--- src/hdl/binomial_coefficient_defines.svh ---
// Assertion helpers shared by the files that check this block.
// Each macro expects clk_i and rst_ni in scope.
`ifndef BINOMIAL_COEFFICIENT_DEFINES_SVH
`define BINOMIAL_COEFFICIENT_DEFINES_SVH

// Plain condition, checked at every edge out of reset.
`define BC_ASSERT(lbl, cond, msg) \
  lbl: assert property (@(posedge clk_i) disable iff (!rst_ni) (cond)) else $error(msg);

// Antecedent in one cycle, consequent in the next.
`define BC_ASSERT_NEXT(lbl, ante, cons, msg) \
  lbl: assert property (@(posedge clk_i) disable iff (!rst_ni) (ante) |=> (cons)) \
    else $error(msg);

// Antecedent and consequent in the same cycle.
`define BC_ASSERT_SAME(lbl, ante, cons, msg) \
  lbl: assert property (@(posedge clk_i) disable iff (!rst_ni) (ante) |-> (cons)) \
    else $error(msg);

`endif

--- src/hdl/bc_pkg.sv ---
package bc_pkg;

  localparam int unsigned N_W         = 7;   // n and k
  localparam int unsigned COEF_W      = 63;
  localparam int unsigned ACC_W       = 64;
  localparam int unsigned PROD_W      = ACC_W + N_W;
  localparam int unsigned DIV_W       = 72;  // dividend / quotient register
  localparam int unsigned CNT_W       = 7;   // counts DIV_W steps
  localparam int unsigned IN_TDATA_W  = 16;
  localparam int unsigned OUT_TDATA_W = 64;

  typedef struct packed {
    logic load;      // take n and k, reset accumulator
    logic mul;       // acc * (n - i + 1) into the divider
    logic div_step;  // one restoring step
    logic round;     // quotient back to acc, advance i
    logic emit;      // load the output register
  } bc_cmd_t;

  typedef struct packed {
    logic special;     // result does not need the loop
    logic no_rounds;   // min(k, n-k) is zero
    logic div_last;    // final divider step this cycle
    logic last_round;  // i has reached min(k, n-k)
  } bc_sts_t;

endpackage

--- src/hdl/bc_ctrl.sv ---
module bc_ctrl
  import bc_pkg::*;
(
  input  logic    clk_i,
  input  logic    rst_ni,
  input  logic    s_tvalid_i,
  output logic    s_tready_o,
  output logic    m_tvalid_o,
  input  logic    m_tready_i,
  input  bc_sts_t sts_i,
  output bc_cmd_t cmd_o
);

  typedef enum logic [2:0] {
    S_IDLE,
    S_CHECK,
    S_MUL,
    S_DIV,
    S_ROUND,
    S_OUT
  } state_e;

  state_e state_q, state_d;
  logic   valid_q, valid_d;
  logic   out_free;

  assign out_free   = !valid_q || m_tready_i;
  assign s_tready_o = (state_q == S_IDLE);
  assign m_tvalid_o = valid_q;

  always_comb begin
    cmd_o   = '0;
    state_d = state_q;
    case (state_q)
      S_IDLE: begin
        if (s_tvalid_i) begin
          cmd_o.load = 1'b1;
          state_d    = S_CHECK;
        end
      end
      S_CHECK: begin
        if (sts_i.special || sts_i.no_rounds) begin
          state_d = S_OUT;
        end else begin
          state_d = S_MUL;
        end
      end
      S_MUL: begin
        cmd_o.mul = 1'b1;
        state_d   = S_DIV;
      end
      S_DIV: begin
        cmd_o.div_step = 1'b1;
        if (sts_i.div_last) begin
          state_d = S_ROUND;
        end
      end
      S_ROUND: begin
        cmd_o.round = 1'b1;
        state_d     = sts_i.last_round ? S_OUT : S_MUL;
      end
      S_OUT: begin
        if (out_free) begin
          cmd_o.emit = 1'b1;
          state_d    = S_IDLE;
        end
      end
      default: begin
        state_d = S_IDLE;
      end
    endcase
  end

  always_comb begin
    valid_d = valid_q;
    if (cmd_o.emit) begin
      valid_d = 1'b1;
    end else if (m_tready_i) begin
      valid_d = 1'b0;
    end
  end

  always_ff @(posedge clk_i or negedge rst_ni) begin
    if (!rst_ni) begin
      state_q <= S_IDLE;
      valid_q <= 1'b0;
    end else begin
      state_q <= state_d;
      valid_q <= valid_d;
    end
  end

endmodule

--- src/hdl/bc_datapath.sv ---
module bc_datapath
  import bc_pkg::*;
#(
  parameter int unsigned MAX_N = 66
) (
  input  logic              clk_i,
  input  logic [N_W-1:0]    n_i,
  input  logic [N_W-1:0]    k_i,
  input  bc_cmd_t           cmd_i,
  output bc_sts_t           sts_o,
  output logic [COEF_W-1:0] coef_o
);

  logic [N_W-1:0]    n_q, k_q, kmin_q, i_q;
  logic [ACC_W-1:0]  acc_q;
  logic [DIV_W-1:0]  div_q;
  logic [N_W-1:0]    rem_q;
  logic [CNT_W-1:0]  cnt_q;
  logic [COEF_W-1:0] coef_q;

  logic [N_W-1:0]    n_minus_k;
  logic [N_W-1:0]    factor;
  logic [PROD_W-1:0] prod;
  logic [N_W:0]      rem_shift;
  logic              rem_ge;
  logic [COEF_W-1:0] result;

  assign n_minus_k = n_i - k_i;
  assign factor    = n_q - i_q + N_W'(1);
  assign prod      = PROD_W'(acc_q) * PROD_W'(factor);

  // Restoring division by i, one quotient bit per step.
  assign rem_shift = {rem_q, div_q[DIV_W-1]};
  assign rem_ge    = (rem_shift >= {1'b0, i_q});

  assign sts_o.special    = (k_q == '0) || (n_q == '0) || (k_q > n_q) ||
                            (n_q > N_W'(MAX_N));
  assign sts_o.no_rounds  = (kmin_q == '0);
  assign sts_o.div_last   = (cnt_q == CNT_W'(DIV_W - 1));
  assign sts_o.last_round = (i_q == kmin_q);

  always_comb begin
    if (k_q == '0) begin
      result = COEF_W'(1);
    end else if ((n_q == '0) || (k_q > n_q)) begin
      result = '0;
    end else if (n_q > N_W'(MAX_N)) begin
      result = '1;
    end else begin
      result = acc_q[COEF_W-1:0];
    end
  end

  always_ff @(posedge clk_i) begin
    if (cmd_i.load) begin
      n_q    <= n_i;
      k_q    <= k_i;
      kmin_q <= (k_i > n_minus_k) ? n_minus_k : k_i;
      i_q    <= N_W'(1);
      acc_q  <= ACC_W'(1);
    end
    if (cmd_i.mul) begin
      div_q <= DIV_W'(prod);
      rem_q <= '0;
      cnt_q <= '0;
    end
    if (cmd_i.div_step) begin
      div_q <= {div_q[DIV_W-2:0], rem_ge};
      rem_q <= rem_ge ? N_W'(rem_shift - {1'b0, i_q}) : rem_shift[N_W-1:0];
      cnt_q <= cnt_q + CNT_W'(1);
    end
    if (cmd_i.round) begin
      acc_q <= div_q[ACC_W-1:0];
      i_q   <= i_q + N_W'(1);
    end
    if (cmd_i.emit) begin
      coef_q <= result;
    end
  end

  assign coef_o = coef_q;

endmodule

--- src/hdl/binomial_coefficient.sv ---
// Channel  | Dir | Handshake                      | Data
// ---------+-----+--------------------------------+---------------------------------
// s_axis   | in  | s_axis_tvalid_i/s_axis_tready_o | tdata[6:0] n, [13:7] k
// m_axis   | out | m_axis_tvalid_o/m_axis_tready_i | tdata[62:0] coefficient
//
// One item at a time. Special cases (k zero, k above n, n zero, n above
// MAX_N, k equal to n) go from the check straight to loading the output
// register. Otherwise each of the min(k, n-k) rounds is one multiply into
// the divider, 72 restoring steps and one write-back, then the output
// register is loaded. A new item is accepted only once the last has been
// loaded into the output register and the block is idle again.
// Reset clears the controller and the output valid; no clearing pass.
// Input is ready only while idle. A result waiting on m_axis does not block
// the next accept; hold only before loading a new result into a still-full
// output register.
`include "binomial_coefficient_defines.svh"

module binomial_coefficient
  import bc_pkg::*;
#(
  parameter int unsigned MAX_N = 66
) (
  input  logic                   clk_i,
  input  logic                   rst_ni,
  input  logic                   s_axis_tvalid_i,
  output logic                   s_axis_tready_o,
  input  logic [IN_TDATA_W-1:0]  s_axis_tdata_i,   // [6:0] n, [13:7] k, rest zero
  output logic                   m_axis_tvalid_o,
  input  logic                   m_axis_tready_i,
  output logic [OUT_TDATA_W-1:0] m_axis_tdata_o    // [62:0] coefficient, [63] zero
);

  bc_cmd_t           cmd;
  bc_sts_t           sts;
  logic [COEF_W-1:0] coef;

  // Sequencer: accept, check, multiply/divide rounds, emit.
  bc_ctrl u_ctrl (
    .clk_i      (clk_i),
    .rst_ni     (rst_ni),
    .s_tvalid_i (s_axis_tvalid_i),
    .s_tready_o (s_axis_tready_o),
    .m_tvalid_o (m_axis_tvalid_o),
    .m_tready_i (m_axis_tready_i),
    .sts_i      (sts),
    .cmd_o      (cmd)
  );

  // Accumulator, 64x7 multiplier, serial divider and output register.
  bc_datapath #(
    .MAX_N (MAX_N)
  ) u_datapath (
    .clk_i  (clk_i),
    .n_i    (s_axis_tdata_i[N_W-1:0]),
    .k_i    (s_axis_tdata_i[2*N_W-1:N_W]),
    .cmd_i  (cmd),
    .sts_o  (sts),
    .coef_o (coef)
  );

  assign m_axis_tdata_o = OUT_TDATA_W'(coef);

  // At most one datapath command per cycle.
  `BC_ASSERT(a_cmd_onehot, $onehot0(cmd), "more than one datapath command")
  // No second accept right after the first: one item in flight.
  `BC_ASSERT_NEXT(a_one_item, s_axis_tvalid_i && s_axis_tready_o, !s_axis_tready_o, "two accepts")
  // Never overwrite a result that has not been taken.
  `BC_ASSERT_SAME(a_no_overwrite, cmd.emit, !m_axis_tvalid_o || m_axis_tready_i, "result lost")

endmodule

--- config.mk ---
export PLATFORM = sky130hd
export DESIGN_NAME = binomial_coefficient
export DESIGN_NICKNAME = d
export VERILOG_FILES = /design/src/hdl/bc_pkg.sv /design/src/hdl/bc_ctrl.sv /design/src/hdl/bc_datapath.sv /design/src/hdl/binomial_coefficient.sv
export VERILOG_INCLUDE_DIRS = /design/src /design/src/hdl
export SDC_FILE = /design/constraint.sdc
export NUM_CORES = 1
export LEC_CHECK = 0
export BUFFER_PORTS_ARGS = -buffer_cell sky130_fd_sc_hd__buf_2
export CORE_MARGIN = 2
export CORE_UTILIZATION = 55
export DETAILED_ROUTE_END_ITERATION = 8
export PLACE_DENSITY_LB_ADDON = 0.05
export SLEW_MARGIN = 30
export SYNTH_ARGS = -nofsm -noshare
export SYNTH_HDL_FRONTEND = slang
export SYNTH_HIERARCHICAL = 1
export SYNTH_SLANG_ARGS = --single-unit
--- constraint.sdc ---
create_clock -name clk_i -period 13 [get_ports clk_i]
set_input_delay 1.95 -clock clk_i [delete_from_list [all_inputs] [get_ports clk_i]]
set_output_delay 1.95 -clock clk_i [all_outputs]
set_load 0.02 [all_outputs]
==> impl_results.md <==
- Outcome: finished, final reports clean
- DP Area: 26900 um^2
- Post-synth EDFFs: 241
- Ports: 86
- Area leader, netlist: edfxtp_1
- Yosys reg bits: 245
- CP Class: reg -> reg
- Slew HR: 0.346
- Antenna violations before repair: 0
- Critical path endpoint category: flip-flop
- Core ar.: 46600 um^2
- Routed vias: 18600
- Antenna Nets Post-Route: 0
- Wire per inst: 17.6 um
- Total track usage: 0.255
- Worst Slack Setup Final: 4.88 ns
- Worst Path Required: 13.29 ns
- Mapped Area: 26000 um^2
- Max-slew violations: 0
- Share of layout cells above drive strength 1: 0.0695
- Initial Util: 0.558
- Nets: 3270
- Maximum Capacitance Violations: 0
- Die height: 221 um
- Post-synthesis sequential area ratio: 0.282
- Synth Warn #: 6
- H-tree depth: 2
- Commonest cells in the netlist: 571 x inv_1, 342 x nand2_1, 312 x fa_1
- First DRT Iteration DRCs: 1375
- CTS Buf Count: 34
- Setup Buffers After CTS: 0
- Routability congestion estimate: 0.940
- First-pass GRT wire length: 102 mm
- Sink Count: 245
- Pre-CTS setup slack: 4.94 ns
- Hold-fix buffers at CTS: 0
- Cell area after layout: 28100 um^2
- Critical path origin: u_datapath/i_q[2]
- Part of the cycle the worst path needs: 0.625
- Gr ovfl total: 0
- Fin cells: 3441
- Post-synth top area share: 0.278
- Vias in the first global route: 19500
- Top-count cell post-synth: inv_1
- Synth top area cells: edfxtp_1 28%, fa_1 24%, inv_1 8.2%
- First-pass detailed-route iteration total: 5
- Slew @ Worst Pin: 0.974 ns
- RSZ-0062 raised after global routing: no
- Startpoint Class: flip-flop
- Worst path depth: 28
- # placed instances: 3379
- Detailed-route DRC error count: 0
- Diodes inserted: 0
- Final hold viol count: 0
- Cell row count: 79
- Count of different cell masters after synthesis: 78
- Ys async rst share: 0.0163
- Clock slew at reported path FFs: 0.06 ns
- Clk_skew: 0.0216 ns
- Delay-heaviest family, CP: compound AO/OA/AOI/OAI gates
- R2r worst-path depth: 28
- Die W: 221 um
- CTS max path bufs: 3
- Critical path's largest stage delay: 0.73 ns
- Detailed Place HPWL: 43.1 mm
- Fin crit period: 8.12 ns
- Die area: 49000 um^2
- Worst Path Buf+Inv: 5
- Post-synth top flop: edfxtp_1
- Synthesized instance count: 2796
- CTS tree: built
- Cts repair resizes: 0
- Fmax: 0.123 GHz
- Buffers on Ports: 82
- Maximum fanout along the worst path: 64
- Setup TNS: 0 ns
- FF-to-FF setup slack: 4.88 ns
- Vias per inst: 5.41
- Worst R2R Start: u_datapath/i_q[2]
- Reg-to-reg endpoint: u_datapath/div_q[70]
- Clk root buf: clkbuf_16
- Worst-Skew Late Latency: 0.55 ns
- Critical-path top delay cell: a2111oi_0
- CP endpoint: u_datapath/div_q[70]
- Crit path DAT: 8.41 ns
- Area growth from synthesis to layout: 8.11%
- Final Setup Violations: 0
- Type of the worst min-delay path: reg -> reg
- Final WL: 60.4 mm
- Largest net degree at the start of global routing: 76
- Syn_area_per_cell: 9.30 um^2
- Syn nets: 3257
==> worst register-to-register path: cells and delay by family (launching register included) <==
kind                     cells  cell delay, ns
multiplexers                 1            0.27
flip-flops                   1            0.45
adder cells (fa/ha/maj)      7            2.81
XOR/XNOR                     2            0.30
AO/OA/AOI/OAI               12            2.93
buffers and inverters        5            0.92
AND/OR/NAND/NOR              1            0.18
==> sequential cells by signal, summed over array words and instances, names as in the netlist <==
signal / cells
u_datapath/div_q: 72
u_datapath/n_q: 7
u_datapath/k_q: 7
u_datapath/i_q: 7
u_datapath/cnt_q: 7
u_ctrl/m_tvalid_o: 1
u_datapath/rem_q: 7
u_datapath/acc_q: 64
u_datapath/coef_o: 63
u_datapath/kmin_q: 7
u_ctrl/state_q: 3
==> cell families after synthesis <==
family                     share of synthesized area
DFF                                            0.282
xor gates and xnor gates                      0.0303
adders and majority gates                      0.302
and+or+nand+nor                                0.173
AOI/OAI and AO/OA                              0.105
other                                       0.000144
muxes                                        0.00525
buffers and inverters                          0.101
==> through the flow <==
stage | hold WS [ns] | util
2_1_floorplan | 0.498 | -
6_report | 0.526 | 0.604
3_3_place_gp | 0.512 | 0.577
5_1_grt | 0.547 | 0.604
4_1_cts | 0.527 | 0.603
3_5_place_dp | 0.520 | 0.577
==> worst min-delay path by stage <==
stage / start / end / cells after the start
after floorplan: u_datapath/div_q[68] / u_datapath/div_q[69] / 2
after global placement: u_datapath/div_q[0] / u_datapath/acc_q[0] / 1
after detailed placement: u_datapath/div_q[58] / u_datapath/div_q[59] / 2
after CTS: u_datapath/div_q[0] / u_datapath/acc_q[0] / 1
after global routing: u_datapath/div_q[68] / u_datapath/div_q[69] / 2
final: u_datapath/div_q[0] / u_datapath/acc_q[0] / 1
==> cell usage in the layout (no fill, tap or decap), drive strengths merged, types with 5 or more instances in the layout <==
| cell type | instances |
|---|---|
| mux2 | 5 |
| buf | 98 |
| nor2 | 70 |
| o21bai | 14 |
| o21a | 74 |
| a211oi | 6 |
| o211ai | 7 |
| o31ai | 7 |
| a21boi | 5 |
| o21ai | 114 |
| clkbuf | 38 |
| nor4 | 8 |
| mux2i | 8 |
| edfxtp | 241 |
| xnor2 | 55 |
| nor3b | 5 |
| nand2 | 343 |
| nor3 | 24 |
| ha | 129 |
| a21o | 48 |
| a31oi | 11 |
| nand2b | 72 |
| nand3 | 24 |
| xor2 | 35 |
| inv | 575 |
| nand4 | 29 |
| or3 | 5 |
| bufinv | 6 |
| and3 | 11 |
| and2 | 261 |
| a21oi | 109 |
| clkinvlp | 6 |
| fa | 312 |
| nor2b | 19 |
| clkinv | 10 |
==> layout make-up <==
class / count / area [um^2]
Clock buffer: 38 / 907
Clock inverter: 23 / 297
Fill cell: 4085 / 18500
Inverter: 574 / 2150
Multi-Input combinational cell: 1856 / 16100
Sequential cell: 245 / 7340
Tap cell: 607 / 759
Timing Repair Buffer: 98 / 554
==> layer usage <==
metal | GRT usage | vias up | share of wire
met5 | 0 | - | 0
met4 | 0.0641 | 0 | 0.023
met3 | 0.0368 | 82 | 0.048
met2 | 0.417 | 386 | 0.47
met1 | 0.360 | 9306 | 0.46
li1 | - | 8849 | -
Power is not shown: default switching activity piles up to over one toggle a cycle in this logic, so the estimate is an artifact.
